File: src/design/tea_block_cipher_macros.svh
// Assertion macros of the TEA block cipher design, included by tea_out_queue.
// Each macro samples on clk and is disabled while arst_n is low.
`ifndef TEA_BLOCK_CIPHER_MACROS_SVH
`define TEA_BLOCK_CIPHER_MACROS_SVH

// Check a property on every rising edge of clk outside reset.
`define TEA_CHECK(lbl, prop, msg) \
	lbl: assert property (@(posedge clk) disable iff (!arst_n) (prop)) else $error(msg);

// Check that a condition never holds on a rising edge of clk outside reset.
`define TEA_CHECK_NEVER(lbl, cond, msg) \
	`TEA_CHECK(lbl, !(cond), msg)

`endif

File: src/design/tea_pkg.sv
// Shared types, constants and round functions of the TEA block cipher.
// No dependencies; every design module imports this package.
`default_nettype none

package tea_pkg;

	localparam int TEA_ROUNDS = 32;
	localparam logic [31:0] TEA_DELTA = 32'h9e37_79b9;
	localparam int CFG_INDEX_W = 8;
	localparam int OUT_DEPTH = 2;

	typedef enum logic [CFG_INDEX_W-1:0] {
		REG_KEY_WORD0 = 8'd0,
		REG_KEY_WORD1 = 8'd1,
		REG_KEY_WORD2 = 8'd2,
		REG_KEY_WORD3 = 8'd3
	} reg_index_t;

	typedef struct packed {
		logic        action;
		logic [31:0] block_first_word;
		logic [31:0] block_second_word;
	} req_t;

	typedef struct packed {
		logic [31:0] out_first_word;
		logic [31:0] out_second_word;
	} rsp_t;

	typedef struct packed {
		logic [31:0] key_word0;
		logic [31:0] key_word1;
		logic [31:0] key_word2;
		logic [31:0] key_word3;
	} key_t;

	// One word in flight between half-round stages.
	typedef struct packed {
		logic        valid;
		logic        action;
		logic [31:0] w0;
		logic [31:0] w1;
	} stage_t;

	// Running sum after n additions of delta, mod 2^32.
	function automatic logic [31:0] delta_mul(input int n);
		logic [63:0] p;
		p = 64'(TEA_DELTA) * 64'(n);
		return p[31:0];
	endfunction

	function automatic logic [31:0] mix_term(input logic [31:0] w, input logic [31:0] acc,
		input logic [31:0] ka, input logic [31:0] kb);
		return ((w << 4) + ka) ^ (w + acc) ^ ((w >> 5) + kb);
	endfunction

endpackage

`default_nettype wire

File: src/design/tea_out_queue.sv
// Two-entry output queue that parts the cipher pipeline from the result channel.
// Depends on tea_pkg for the result word type and queue depth.
`default_nettype none

module tea_out_queue (
	input  wire logic          clk,
	input  wire logic          arst_n,
	input  wire logic          push,
	input  wire tea_pkg::rsp_t push_data,
	output logic               full,
	output logic               rsp_valid,
	input  wire logic          rsp_ready,
	output tea_pkg::rsp_t      rsp
);
	import tea_pkg::*;

	`include "tea_block_cipher_macros.svh"

	localparam int PTR_W = $clog2(OUT_DEPTH);
	localparam int CNT_W = $clog2(OUT_DEPTH + 1);

	rsp_t             mem [OUT_DEPTH];
	logic [PTR_W-1:0] wr_q;
	logic [PTR_W-1:0] rd_q;
	logic [CNT_W-1:0] count_q;
	logic             pop;

	assign full      = (count_q == CNT_W'(OUT_DEPTH));
	assign rsp_valid = (count_q != '0);
	assign pop       = rsp_valid && rsp_ready;
	assign rsp       = mem[rd_q];

	// Pointers wrap on their own: depth is a power of two.
	always_ff @(posedge clk or negedge arst_n) begin
		if (!arst_n) begin
			wr_q    <= '0;
			rd_q    <= '0;
			count_q <= '0;
		end else begin
			if (push) wr_q <= wr_q + 1'b1;
			if (pop) rd_q <= rd_q + 1'b1;
			if (push && !pop) begin
				count_q <= count_q + 1'b1;
			end else if (pop && !push) begin
				count_q <= count_q - 1'b1;
			end
		end
	end

	always_ff @(posedge clk) begin
		if (push) mem[wr_q] <= push_data;
	end

	`TEA_CHECK_NEVER(a_count_range, count_q > CNT_W'(OUT_DEPTH), "output queue overfilled")
	`TEA_CHECK_NEVER(a_push_full, push && full, "word pushed into full output queue")
	`TEA_CHECK(a_count_up, push && !pop |=> count_q == $past(count_q) + 1'b1,
		"output queue count missed a push")

endmodule

`default_nettype wire

File: config.mk
export PLATFORM = sky130hd
export DESIGN_NAME = tea_out_queue
export DESIGN_NICKNAME = d
export VERILOG_FILES = /design/src/design/tea_pkg.sv /design/src/design/tea_out_queue.sv
export VERILOG_INCLUDE_DIRS = /design/src /design/src/design
export SDC_FILE = /design/constraint.sdc
export NUM_CORES = 1
export LEC_CHECK = 0
export BUFFER_PORTS_ARGS = -buffer_cell sky130_fd_sc_hd__buf_4
export CAP_MARGIN = 20
export CORE_MARGIN = 2
export CORE_UTILIZATION = 49
export CTS_BUF_LIST = sky130_fd_sc_hd__clkbuf_8
export CTS_CLUSTER_DIAMETER = 80
export DETAILED_ROUTE_END_ITERATION = 10
export GPL_TIMING_DRIVEN = 0
export PLACE_DENSITY = 0.9
export SYNTH_ARGS = -nofsm -noshare
export SYNTH_HDL_FRONTEND = slang
export SYNTH_SLANG_ARGS = --single-unit
File: constraint.sdc
create_clock -name clk -period 3.6 [get_ports clk]
set_input_delay 0.54 -clock clk [delete_from_list [all_inputs] [get_ports clk]]
set_output_delay 0.54 -clock clk [all_outputs]
set_load 0.1 [all_outputs]
# Yosys cells after proc, flatten, opt, wreduce, memory -nomap -nowiden
# Memory sizes are Yosys's and may differ from the RTL's.
# Cells that the tools add are included.
[totals] ff_bits=4 ramBits=128 in_bits=68 memories=1 elab_cells=20
[memory_table] memory="mem" words=2 word_bits=64 read_ports=1 rd_ports_with_merged_regs=0 wr=1 line="tea_out_queue.sv:22" source="rsp_t mem [OUT_DEPTH];"
[classes] mux=4 eq_ne=1 add_sub_neg=4 n_reduce_logical=7
[op_table] op="$mux 2" count=2
[op_table] op="$reduce_bool 2->1" count=2
[op_table] op="$logic_and 1x1->1" count=3
[op_table] op="$add 1x1->1 const B" count=2
[op_table] op="$add 2x1->2 const B" count=1
[op_table] op="$eq 2x2->1 const B" count=1
[op_table] op="$logic_not 1->1" count=2
[op_table] op="$mux 1" count=2
[op_table] op="$sub 2x1->2 const B" count=1

# Depth between registers and ports, before layout
[logic_depth] depth_word=5 ltp_mapped=6

# Worst setup path after synthesis
# No wires, ideal clock.
[synth_timing] path_kind="input-to-reg" start="in push" end="mem mem[0][0] (netlist name) (enable)" arrival_ns=3.354 path_stages=1 setup_time_ns=0.494 path_buffers=0 path_slack_ns=-0.248 path_cell_list="nor2b_1"
[synth_between] elab_chain_cells=2
[synth_lines] item="start, declared" line="tea_out_queue.sv:8" source="input wire logic push,"
[synth_lines] item="$mux 1" line="tea_out_queue.sv:51" source="if (push) mem[wr_q] <= push_data;"
[synth_lines] item="$mux 1 (not written as such)" line="tea_out_queue.sv:51"
[synth_lines] item="end, declared" line="tea_out_queue.sv:22"
# No other way between the ends.

==> flow_summary_export.csv <==
group,metric,value,unit
synthesis,syn_area,5010,um^2
flow_run,maxCapViolCount,0,
hold_path,min_to,"mem[0][39]",
clock_tree,cts-root-buf,"clkbuf_8",
worst_setup_path,r2r-start,"wr_q",
worst_setup_path,cp-start-kind,"flop",
worst_setup_path,cp.required,3.06,ns
timing,maxSlewViolCount,0,
hold_path,hold_depth,1,
synthesis,avgSynthCellArea,23.3,um^2
worst_setup_path,r2r_setup_slack,1.77,ns
final_layout,design_area,6630,um^2
worst_setup_path,r2r_end,"mem[0][12]",
timing,finalSetupViolations,0,
timing,finalHoldViolations,0,
clock_tree,post_cts_buffers,0,
final_layout,drive_gt1_frac,0.610,
timing,worst_slack,1.35,ns
timing,slew_headroom,0.370,
worst_setup_path,crit_top_cell,"buf_6",
detailed_routing,vias,2459,
synthesis,synth_area_leaders,"edfxtp_1, mux2_4, mux2_2",
floorplan,die_area,11100,um^2
place,io_buffers,133,
detailed_routing,wire_per_inst,15.5,um
worst_setup_path,path_cells,"buf_6, buf_6, mux2_4, buf_4",
grt,grt_pass1_vias,2480,
worst_setup_path,slowest_delay,0.36,ns
clock_tree,ctsHtreeMaxLevel,4,
clock_tree,numCtsBuffers,17,
place,gp_congestion,0.684,
grt,antenna_found_initial,0,
synthesis,synth_top_cell_by_area,"edfxtp_1",
final_layout,areaGrowthSynthToFinish,32.2,%
floorplan,io_pins,134,
synthesis,syn-num-nets,284,
clock_tree,clock_latency,0.41,ns
grt,grt_max_degree,65,
detailed_routing,drtIter0Drc,58,
clock_tree,cts_tree,"built",
worst_setup_path,cp-end-kind,"output port",
synthesis,syn_inst,215,
synthesis,yosysSeqAreaShare,0.787,
place,dpl_cell_area,6210,um^2
worst_setup_path,rr_worst_depth,2,
final_layout,fillers,685,
synthesis,synth_cell_type_count,14,
worst_setup_path,worstSetupPathType,"flop to output port",
detailed_routing,drt_pass1_iterations,4,
detailed_routing,vias_per_cell,4.77,
place,post-dp-hpwl,5330,um
floorplan,start_util,0.508,
status,status,"complete, no violations",
clock_tree,path_clk_slew,0.07,ns
timing,rsz0062_at_grt,"false",
grt,grtUsageTotal,0.147,
worst_setup_path,arrival,1.71,ns
timing,finalCriticalPeriod,2.25,ns
synthesis,yosys_warnings,0,
floorplan,design.core.area,9860,um^2
timing,worstMarginPinSlew,0.943,ns
grt,grt_pass1_wl,12000,um
final_layout,diodes,0,
detailed_routing,drc_errors,0,
clock_tree,cts.sinks,132,
synthesis,synth_top_area_share,0.767,
detailed_routing,routed_wl,7990,um
grt,grt.overflow.total,0,
timing,clock.fmax,0.445,GHz
hold_path,min_path_type,"primary input to flop",
floorplan,fp.dieW,105,um
timing,finalSetupTns,0,ns
place,pre_cts_slack,1.47,ns
clock_tree,cts_buffer_depth,2,
worst_setup_path,crit_slowest_cell,"dfrtp_1",
worst_setup_path,worstPathMaxFanout,10,
timing,skew,0.00892,ns
final_layout,nNetsFinal,438,
floorplan,fp.dieH,105,um
synthesis,ys_seq_elements,132,
hold_path,min_from,"push_data[39]",
detailed_routing,drtAntennaViolNets,0,
floorplan,num_rows,36,
timing,fin_crit_sh,0.624,
state kept, by name (all words and copies together), names as in the netlist:
register,count
mem,128
rd_q,1
wr_q,1
count_q,2
per-stage QoR:
| stage | instances | util | hold slack (ns) |
|---|---|---|---|
| after floorplan | 215 | - | 0.244 |
| after global placement | 481 | 0.627 | 0.338 |
| after detailed placement | 482 | 0.629 | 0.339 |
| after CTS | 515 | 0.672 | 0.284 |
| after global routing | 515 | 0.672 | 0.271 |
| final | 515 | 0.672 | 0.307 |
layer usage:
layer | part of all wire | GRT usage
met5 | 0 | 0
met4 | 0.0095 | 0.0600
met3 | 0.059 | 0.0549
met2 | 0.53 | 0.248
met1 | 0.40 | 0.167
worst max path at each step:
stage          startpoint  cells after the start         end  slack (ns)
3_3_place_gp         push                      2  mem[0][30]        0.04
3_5_place_dp         push                      3  mem[0][30]        1.47
6_report             rd_q                      4     rsp[51]        1.35
4_1_cts              rd_q                      4     rsp[51]        1.31
2_1_floorplan        push                      1   mem[0][0]        0.95
5_1_grt              rd_q                      4     rsp[51]        1.25
cell type report:
| class | count | area [um^2] | area share |
|---|---|---|---|
| Clock buffer | 17 | 234 | 0.0353 |
| Buffer | 7 | 72.6 | 0.0110 |
| Multi-Input combinational cell | 76 | 1010 | 0.152 |
| Tap cell | 133 | 166 | 0.0251 |
| Clock inverter | 15 | 174 | 0.0262 |
| Timing Repair Buffer | 135 | 1030 | 0.155 |
| Sequential cell | 132 | 3940 | 0.595 |
cells by family (layout without fill, tap and decap cells):
| group | Yosys count | after routing | share of synthesized area |
|---|---|---|---|
| multiplexers | 64 | 64 | 0.181 |
| AND/OR/NAND/NOR | 6 | 6 | 0.00649 |
| adder cells (fa/ha/maj) | 1 | 1 | 0.00250 |
| XOR/XNOR | 5 | 5 | 0.00874 |
| buffers and inverters | 7 | 174 | 0.0145 |
| flip-flops | 132 | 132 | 0.787 |
critical path, delay by kind of cell, from the launching register on:
family                 cells  cell delay (ns)
buffers and inverters      3             0.61
flip-flops                 1             0.36
multiplexers               1             0.32
synthesized netlist by cell type, drive strengths merged:
master / number
edfxtp: 128
nand2: 1
and2: 1
or2: 1
mux2: 64
buf: 7
nor2b: 2
xor2: 3
nor2: 1
dfrtp: 4
ha: 1
xnor2: 2
cell usage in the layout (no fill, tap or decap):
| cell | n |
|---|---|
| nor2b_4 | 1 |
| dlygate4sd3_1 | 1 |
| dfrtp_1 | 4 |
| clkinv_4 | 1 |
| and2_4 | 1 |
| mux2_2 | 14 |
| clkinv_2 | 3 |
| xnor2_1 | 2 |
| buf_2 | 1 |
| nor2b_1 | 1 |
| edfxtp_1 | 128 |
| nor2_1 | 1 |
| nand2_1 | 1 |
| or2_1 | 1 |
| clkbuf_8 | 17 |
| bufinv_16 | 4 |
| mux2_4 | 50 |
| clkinv_1 | 2 |
| clkinvlp_4 | 1 |
| ha_1 | 1 |
| buf_6 | 6 |
| buf_4 | 133 |
| inv_1 | 4 |
| xor2_1 | 3 |
| buf_12 | 1 |
timing repair:
| item | CTS | global route |
|---|---|---|
| resized for setup | 0 | 0 |
| hold endpoints to repair | 4 | 0 |
| hold buffers | 1 | 0 |
Power is left out: the tool's default activity adds up to more than one toggle a clock period on the data nets, which glitch-free logic cannot reach.
