## src/design/tea_block_cipher_macros.svh

```systemverilog
// Assertion macros of the TEA block cipher design, included by tea_out_queue.
// Each macro samples on clk and is disabled while arst_n is low.
`ifndef TEA_BLOCK_CIPHER_MACROS_SVH
`define TEA_BLOCK_CIPHER_MACROS_SVH

// Check a property on every rising edge of clk outside reset.
`define TEA_CHECK(lbl, prop, msg) \
	lbl: assert property (@(posedge clk) disable iff (!arst_n) (prop)) else $error(msg);

// Check that a condition never holds on a rising edge of clk outside reset.
`define TEA_CHECK_NEVER(lbl, cond, msg) \
	`TEA_CHECK(lbl, !(cond), msg)

`endif

```

## src/design/tea_pkg.sv

```systemverilog
// Shared types, constants and round functions of the TEA block cipher.
// No dependencies; every design module imports this package.
`default_nettype none

package tea_pkg;

	localparam int TEA_ROUNDS = 32;
	localparam logic [31:0] TEA_DELTA = 32'h9e37_79b9;
	localparam int CFG_INDEX_W = 8;
	localparam int OUT_DEPTH = 2;

	typedef enum logic [CFG_INDEX_W-1:0] {
		REG_KEY_WORD0 = 8'd0,
		REG_KEY_WORD1 = 8'd1,
		REG_KEY_WORD2 = 8'd2,
		REG_KEY_WORD3 = 8'd3
	} reg_index_t;

	typedef struct packed {
		logic        action;
		logic [31:0] block_first_word;
		logic [31:0] block_second_word;
	} req_t;

	typedef struct packed {
		logic [31:0] out_first_word;
		logic [31:0] out_second_word;
	} rsp_t;

	typedef struct packed {
		logic [31:0] key_word0;
		logic [31:0] key_word1;
		logic [31:0] key_word2;
		logic [31:0] key_word3;
	} key_t;

	// One word in flight between half-round stages.
	typedef struct packed {
		logic        valid;
		logic        action;
		logic [31:0] w0;
		logic [31:0] w1;
	} stage_t;

	// Running sum after n additions of delta, mod 2^32.
	function automatic logic [31:0] delta_mul(input int n);
		logic [63:0] p;
		p = 64'(TEA_DELTA) * 64'(n);
		return p[31:0];
	endfunction

	function automatic logic [31:0] mix_term(input logic [31:0] w, input logic [31:0] acc,
		input logic [31:0] ka, input logic [31:0] kb);
		return ((w << 4) + ka) ^ (w + acc) ^ ((w >> 5) + kb);
	endfunction

endpackage

`default_nettype wire

```

## src/design/tea_half_round.sv

```systemverilog
// One half-round stage of the TEA pipeline: one word update and its register.
// Depends on tea_pkg for the stage and key types and the mix function.
`default_nettype none

module tea_half_round #(
	parameter int ROUNDS = tea_pkg::TEA_ROUNDS,
	parameter int STAGE  = 0
) (
	input  wire logic            clk,
	input  wire logic            arst_n,
	input  wire logic            en,
	input  wire tea_pkg::key_t   key,
	input  wire tea_pkg::stage_t prev,
	output tea_pkg::stage_t      next
);
	import tea_pkg::*;

	localparam int ROUND = STAGE / 2;
	localparam bit ODD = (STAGE % 2) == 1;
	localparam logic [31:0] ENC_SUM = delta_mul(ROUND + 1);
	localparam logic [31:0] DEC_SUM = delta_mul(ROUNDS - ROUND);

	logic        upd_w0;
	logic [31:0] sum;
	logic [31:0] src;
	logic [31:0] dst;
	logic [31:0] ka;
	logic [31:0] kb;
	logic [31:0] term;
	logic [31:0] res;

	logic        valid_s1;
	logic        action_s1;
	logic [31:0] w0_s1;
	logic [31:0] w1_s1;

	// Encrypt updates w0 first in a round; decrypt runs the halves backward.
	always_comb begin
		upd_w0 = (prev.action == ODD);
		sum    = prev.action ? DEC_SUM : ENC_SUM;
		src    = upd_w0 ? prev.w1 : prev.w0;
		dst    = upd_w0 ? prev.w0 : prev.w1;
		ka     = upd_w0 ? key.key_word0 : key.key_word2;
		kb     = upd_w0 ? key.key_word1 : key.key_word3;
		term   = mix_term(src, sum, ka, kb);
		res    = prev.action ? (dst - term) : (dst + term);
	end

	always_ff @(posedge clk or negedge arst_n) begin
		if (!arst_n) begin
			valid_s1 <= 1'b0;
		end else if (en) begin
			valid_s1 <= prev.valid;
		end
	end

	always_ff @(posedge clk) begin
		if (en) begin
			action_s1 <= prev.action;
			w0_s1     <= upd_w0 ? res : prev.w0;
			w1_s1     <= upd_w0 ? prev.w1 : res;
		end
	end

	assign next = '{valid: valid_s1, action: action_s1, w0: w0_s1, w1: w1_s1};

endmodule

`default_nettype wire

```

## config.mk

```make
export PLATFORM = sky130hd
export DESIGN_NAME = tea_half_round
export DESIGN_NICKNAME = d
export VERILOG_FILES = /design/src/design/tea_block_cipher_macros.svh /design/src/design/tea_pkg.sv /design/src/design/tea_half_round.sv
export SDC_FILE = /design/constraint.sdc
export NUM_CORES = 1
export LEC_CHECK = 0
export BUFFER_PORTS_ARGS = -buffer_cell sky130_fd_sc_hd__buf_2
export CAP_MARGIN = 30
export CORE_ASPECT_RATIO = 0.5
export CORE_UTILIZATION = 60
export DETAILED_ROUTE_END_ITERATION = 12
export PLACE_DENSITY_LB_ADDON = 0.05
export SLEW_MARGIN = 20
export SYNTH_ARGS = -nofsm -noshare
export SYNTH_HDL_FRONTEND = slang
export SYNTH_SLANG_ARGS = --single-unit
```

## constraint.sdc

```tcl
create_clock -name clk -period 2.24 [get_ports clk]
set_clock_uncertainty 0.05 [all_clocks]
set_input_delay 0 -clock clk [delete_from_list [all_inputs] [get_ports clk]]
set_output_delay 0 -clock clk [all_outputs]
set_load 0.005 [all_outputs]
```

==> impl_results.md, run 1 <==
- Status: aborted with a tool error
- Stopped at: clock tree synthesis (4_1_cts)
- Error: [ERROR DPL-0033] detailed placement checks failed during check placement.
- Largest cells by area after synthesis: edfxtp_1 18%, xnor2_1 12%, ha_1 11%
- Area of the mapped netlist: ~11000 um2
- Initial Util: 61.38%
- Clk sinks: 66
- Clk root buf: clkbuf_16
- Distinct cells, synth: 86
- IO Port Bufs: 262
- Hold Buf Count CTS: 7
- Post-DP HPWL: roughly 35 mm
- Area post-placement: 15670 um2
- Post-synth EDFFs: 65
- GPL Wtd Cong: 0.9853
- Post-Syn Nets: 1558
- Yosys top cell area share: 18.32%
- Resized Gates After CTS: 167
- Yosys reg bits: 66
- Post-CTS setup buffer count: 32
- I/O Pins: roughly 260
- Area leader, netlist: edfxtp_1
- Synth Instances: 1266
- Seq/Total Area, Yosys: 18.56%
- Die Y: roughly 96 um
- Synth Area per Inst: 8.414 um2
- Async S/R FF share, synth: between 1.5 and 2%
- # rows: 34
- Die W: 190.4 um
- CTS Buf Count: 9
- Ys flop type: edfxtp_1
- Yosys warns: 0
- Clock Tree Buf Depth: 2
- H-tree levels: 3
## Yosys cell counts (21+ instances only)
library cell  instances
inv_1                42
a21oi_1              99
o21ai_0              77
xor2_1               45
nand2_1             173
ha_1                 92
nor2_1               61
edfxtp_1             65
clkbuf_1             21
a21o_1               52
xnor2_1             149
mux2_2               88
## per-stage QoR
stage	worst slack, ns	instances	setup TNS (ns)
2_1_floorplan	-4.135	1266	-185.96
3_3_place_gp	-3.458	2162	-151.76
3_5_place_dp	-3.732	2162	-166.89
## cell families after synthesis
family	synth area share [%]
XOR/XNOR	18.02
AO/OA/AOI/OAI	22.90
flip-flops	18.56
buffers and inverters	3.394
AND/OR/NAND/NOR	15.70
adder cells (fa/ha/maj)	11.37
multiplexers	10.05
==> inputs of run 2 (changes only) <==
--- a/config.mk
+++ b/config.mk
@@ -7,10 +7,9 @@
 export LEC_CHECK = 0
 export BUFFER_PORTS_ARGS = -buffer_cell sky130_fd_sc_hd__buf_2
 export CAP_MARGIN = 30
-export CORE_ASPECT_RATIO = 0.5
-export CORE_UTILIZATION = 60
+export CORE_UTILIZATION = 40
 export DETAILED_ROUTE_END_ITERATION = 12
-export PLACE_DENSITY_LB_ADDON = 0.05
+export PLACE_DENSITY_LB_ADDON = 0.15
 export SLEW_MARGIN = 20
 export SYNTH_ARGS = -nofsm -noshare
 export SYNTH_HDL_FRONTEND = slang
==> impl_results.md, run 2 <==
- Synth-to-Final Area Change: 72.32%
- Async S/R FF share, synth: 1.515%
- Final core utilization: a little over two thirds
- Die Area: approximately 27000 um2
- Post-synth top cells: 173 x nand2_1, 149 x xnor2_1, 99 x a21oi_1
- Seq/Total Area, Yosys: about 19%
- Status: finished, violations left
- Global-route usage over all layers: 29.29%
- Maximum clock frequency: 0.1863 GHz
- FF-to-FF path depth: 1
- Synth Instances: 1266
- Cell family with most CP delay: simple AND/OR/NAND/NOR gates
- Post-detailed-route count of antenna-violating nets: 0
- Area post-placement: between 15000 and 20000 um2
- Drt first-iter violations: a little over 800
- Commonest non-fill, non-tap cell in the layout: buf_4
- Commonest non-fill, non-tap cells in the layout: 486 x buf_4, 261 x buf_2, 154 x nand2_1
- Violated checks: negative setup slack
- Startpoint types: primary input
- Final period util: 239.6%
- Leakage: 8.785 nW
- Finished Cell Area: 18360 um2
- CTS Buf Count: 9
- Final setup viols: just over 60
- Largest cells by area after synthesis: edfxtp_1 18%, xnor2_1 12%, ha_1 11%
- Yosys top cell area share: 18.32%
- Distinct cells, synth: 86
- TritonCTS clock tree: done
- Area of the mapped netlist: 10650 um2
- Reg-to-Reg Start: valid_s1$_DFFE_PN0P_
- Worst Hold Class: primary input to register
- Critical path's slowest cell: fa_2
- Clk sinks: 66
- Clk_lat worst skew: approximately 0.32 ns
- Top Registers: w0_s1: 32 flops, w1_s1: 32 flops
- Final min period: between 5 and 6 ns
- Max-cap viol count: 0
- Die W: approximately 170 um
- Largest net degree at the start of global routing: 40
- Core Box Area: between 20000 and 30000 um2
- DRC viols: 0
- CP arrival: 5.40 ns
- Initial antenna violation count: 6
- Clk root buf: clkbuf_16
- Post-synth EDFFs: 65
- RR Endpoint: valid_s1$_DFFE_PN0P_
- Post-DP HPWL: ~34 mm
- Area leader, netlist: edfxtp_1
- Crit path max fanout: 9
- Final #Nets: 2327
- Hold Path Cell Cnt: 3
- Worst Hold End: w0_s1[18]$_DFFE_PP_
- Power density over the cells: 1162 nW/um2
- Via count: 12.49k
- # rows: just under 60
- GPL Wtd Cong: 0.9391
- Final WS setup: -3.127 ns
- Die Y: roughly 170 um
- I/O Pins: approximately 260
- Reg2Reg Setup Slack: roughly 1.4 ns
- Average routed wire per standard cell: 17.54 um
- Clock Tree Buf Depth: 2
- Top-count cell post-synth: nand2_1
- CP required: about 2.3 ns
- Clk slew on worst S/H paths: 0.06 ns
- Setup CP Type: primary input to register
- Slew @ Worst Pin: between 0.6 and 0.7 ns
- Yosys warns: 0
- Gr ovfl total: 0
- CP Capture Type: register
- Slew HR: 54.24%
- Initial Util: between 40% and 50%
- Synth Area per Inst: 8.414 um2
- Yosys reg bits: 66
- Buffers & Inverters on Critical Path: 4
- RSZ-0062 raised after global routing: yes
- Post-Syn Nets: about 1.6k
- Setup TNS: -136.91 ns
- DRT Pass-1 Iters: 5
- Layout cells sized above 1: 55.83%
- Hold Vio Cnt, Final: 0
- H-tree levels: 3
- Number of global-route vias before repair: ~12k
- Worst hold start: prev[50]
- Ys flop type: edfxtp_1
- Post-Route WL: 41.76 mm
- Global-route wire length before repair: 61.03 mm
- CP peak stage delay: between 0.5 and 0.6 ns
- Via-per-instance ratio: 5.246
- Slew Limit Fails: 0
- IO Port Bufs: 262
- Max VDD drop: 1403 uV
==> run 2: area by class of cell <==
| cell class | count | area (um2) |
|---|---|---|
| Multi-Input combinational cell | 1115 | 9833 |
| Fill cell | 2026 | 7702 |
| Timing Repair Buffer | 801 | 5657 |
| Sequential cell | 66 | 1977 |
| Tap cell | 335 | 419.2 |
| Clock buffer | 9 | 225.2 |
| Inverter | 42 | 161.4 |
| Clock inverter | 7 | 68.82 |
| Antenna cell | 6 | 15.01 |
==> run 2: metal layers <==
layer	vias to the layer above	global-route usage, %	share of wire (%)
met5	-	0	0
met4	0	6.214	1.6
met3	43	2.473	6.3
met2	397	44.24	43
met1	5877	44.61	49
li1	6174	-	-
==> run 2: tightest hold or removal path: stages <==
cell	delay, ns
buf_2	0.16
nand2_1	0.07
nand2_1	0.06
==> run 2: repair_timing <==
action / CTS / global route
resized for setup: 137 / 152
buffers inserted: 28 / 39
hold endpoints to repair: 6 / 0
hold buffers: 7 / 0
cloned: 2 / 0
setup endpoints to repair: 62 / 62
pin swaps: 75 / 88
==> run 2: kinds of logic after synthesis <==
group / after synthesis / synth area share, %
adders and majority gates: 95 / 11.37
AOI/OAI and AO/OA: 367 / 22.90
xor gates and xnor gates: 204 / 18.02
DFF: 66 / 18.56
and+or+nand+nor: 353 / 15.70
muxes: 96 / 10.05
buffers and inverters: 85 / 3.394
==> run 2: where the power goes <==
part	total (mW)	leakage, nW	switching [mW]	internal (mW)
Sequential	2.28	0.646	0.118	2.16
Combinational	17.7	8.01	8.19	9.50
Clock	1.37	0.133	0.511	0.856
Total	21.3	8.78	8.82	12.5
==> run 2: how the worst max path moves through the flow <==
stage	startpoint	endpoint	slack [ns]	cells after the start
floorplan	prev[64]	w0_s1[28]$_DFFE_PP_	-4.13	34
global placement	prev[64]	w0_s1[31]$_DFFE_PP_	-3.57	26
detailed placement	prev[64]	w0_s1[31]$_DFFE_PP_	-3.65	27
CTS	prev[64]	w0_s1[28]$_DFFE_PP_	-3.04	28
global route	prev[64]	w0_s1[28]$_DFFE_PP_	-3.36	30
finish	prev[64]	w0_s1[28]$_DFFE_PP_	-3.13	26
==> run 2: through the flow <==
stage                     total power, mW  worst slack (ns)  cells  hold WS (ns)
after floorplan                     9.954            -4.135   1266       -0.3456
after global placement              15.45            -3.565   2293       -0.2754
after detailed placement            15.71            -3.648   2293       -0.2705
after CTS                           18.73            -3.042   2341      0.004417
after global routing                22.77            -3.363   2381       0.02431
final                               21.34            -3.127   2381       0.01866
Note: power is estimated with default switching activity, not from simulation.
==> inputs of run 3 (changes only) <==
==> constraint.sdc (replaced) <==
create_clock -name clk -period 2.24 [get_ports clk]
set_clock_uncertainty 0.05 [all_clocks]
set_input_delay 0.224 -clock clk [delete_from_list [all_inputs] [get_ports clk]]
set_output_delay 0.224 -clock clk [all_outputs]
set_load 0.005 [all_outputs]
==> impl_results.md, run 3 (synthesis gave the netlist of run 2 again) <==
- CP arrival: about 5.6 ns
- CP peak stage delay: 0.42 ns
- Clk sinks: 66
- I/O Pins: 263
- Post-detailed-route count of antenna-violating nets: 0
- Sequential cell area: 1977 um2
- TritonCTS clock tree: done
- Slew HR: 54.02%
- Die Area: 27290 um2
- CP Capture Type: register
- DRT Pass-1 Iters: 5
- Setup CP Type: primary input to register
- Leakage: approximately 8.8 nW
- Worst Hold Class: primary input to register
- # rows: 59
- Slew Limit Fails: 0
- Initial antenna violation count: 10
- Worst hold start: prev[65]
- Global-route usage over all layers: 29.24%
- Average routed wire per standard cell: 17.43 um
- RR Endpoint: valid_s1$_DFFE_PN0P_
- Hold Vio Cnt, Final: 0
- RSZ-0062 raised after global routing: yes
- DRC viols: 0
- GPL Wtd Cong: 0.9622
- Filler cells: 2085
- Drt first-iter violations: approximately 900
- Final #Nets: 2312
- H-tree levels: 3
- Via count: around 12k
- Slew @ Worst Pin: 0.6897 ns
- Clk slew on worst S/H paths: 0.05 ns
- Synth-to-Final Area Change: 71.52%
- Commonest non-fill, non-tap cell in the layout: buf_4
- Status: finished, violations left
- CTS Buf Count: 9
- CP required: 2.28 ns
- Largest net degree at the start of global routing: 51
- Final core utilization: 70.12%
- Startpoint types: primary input
- FF-to-FF path depth: 1
- Reg-to-Reg Start: valid_s1$_DFFE_PN0P_
- Via-per-instance ratio: 5.178
- Max-cap viol count: 0
- Crit path max fanout: 6
- Power density over the cells: between 1000 and 1500 nW/um2
- Post-Route WL: 41.33 mm
- Clock Tree Buf Depth: 2
- Clk root buf: clkbuf_16
- Clk_lat worst skew: 0.33 ns
- Commonest non-fill, non-tap cells in the layout: 486 x buf_4, 261 x buf_2, 155 x nand2_1
- Final min period: 5.593 ns
- Gr ovfl total: 0
- Number of global-route vias before repair: 11.55k
- Max VDD drop: 1033 uV
- Area post-placement: 16030 um2
- Worst Hold End: valid_s1$_DFFE_PN0P_
- Top Registers: w0_s1: 32 flops, w1_s1: 32 flops
- IO Port Bufs: roughly 260
- Maximum clock frequency: 0.1788 GHz
- Initial Util: 40.88%
- Final WS setup: -3.353 ns
- Die W: 165.2 um
- Most used cell, CP: a21oi_2
- Final period util: 249.7%
- Global-route wire length before repair: 61.09 mm
- Core Box Area: 26060 um2
- Violated checks: negative setup slack
- Die Y: 165.2 um
- Reg2Reg Setup Slack: 1.45 ns
- Final setup viols: 62
- Hold Path Cell Cnt: 2
- Critical path's slowest cell: or4_1
- Finished Cell Area: 18270 um2
- Multi-input gate area: 9819 um2
- Post-DP HPWL: 33.31 mm
- Layout cells sized above 1: ~56%
## run 3: cell count changes in the layout (fill, tap and decap cells not counted), moves of 4 or more
cell	before	now
diode_2	6	11
ha_4	25	19
mux2_2	76	80
mux2_4	12	8
dlygate4sd3_1	7	1
buf_6	37	22
ha_1	62	67
## run 3: layout make-up
cell class                      count  area share, %
Antenna cell                       11         0.1507
Clock buffer                       10          1.253
Clock inverter                      6         0.3150
Inverter                           42         0.8834
Multi-Input combinational cell   1115          53.74
Sequential cell                    66          10.82
Tap cell                          335          2.294
Timing Repair Buffer              786          30.54
## run 3: repair_timing
action                                  in CTS  in global routing
hold endpoints to repair                     1                  0
pin swaps                                   86                 91
hold buffers                                 1                  0
resized for setup                          137                138
endpoints found under the setup margin      62                 62
setup buffers                               28                 24
cloned                                       2                  2
## run 3: per-stage QoR
stage,worst slack [ns],hold slack [ns],setup TNS (ns),cells,power (mW)
floorplan,-4.359,-0.1216,-200.30,1266,9.954
global placement,-3.845,-0.05133,-171.84,2291,15.54
detailed placement,-3.856,-0.04494,-175.02,2291,15.76
CTS,-3.320,0.07020,-143.52,2334,18.97
global route,-3.571,0.07575,-160.35,2371,22.28
finish,-3.353,0.07786,-150.64,2371,20.86
## run 3: worst max path at each step
stage | start | endpoint | slack [ns] | depth (start not counted)
after floorplan | prev[64] | w0_s1[28]$_DFFE_PP_ | -4.36 | 34
after global placement | prev[64] | w0_s1[31]$_DFFE_PP_ | -3.84 | 26
after detailed placement | prev[64] | w0_s1[28]$_DFFE_PP_ | -3.86 | 27
after CTS | prev[64] | w0_s1[31]$_DFFE_PP_ | -3.32 | 28
after global routing | prev[64] | w0_s1[28]$_DFFE_PP_ | -3.57 | 26
final | prev[64] | w0_s1[28]$_DFFE_PP_ | -3.35 | 26
## run 3: routing by layer
metal | vias up | GRT usage [%] | routed length [um]
li1 | 6161 | - | -
met2 | 380 | 42.77 | 17540
met3 | 45 | 2.048 | 2287
met4 | 0 | 8.215 | 742
met1 | 5690 | 45.21 | 20770
met5 | - | 0 | 0
## run 3: power breakdown
group	switching, mW	internal [mW]	total (mW)
clock network	0.499	0.853	1.35
logic	7.99	9.24	17.2
registers	0.111	2.16	2.27
total	8.60	12.3	20.9
## run 3: worst max-delay path: cells and delay by family
family | cells | cell delay [ns]
adders and majority gates | 2 | 0.72
muxes | 1 | 0.33
buffers and inverters | 2 | 0.43
and+or+nand+nor | 7 | 1.57
xor gates and xnor gates | 4 | 0.57
AOI/OAI and AO/OA | 10 | 1.80
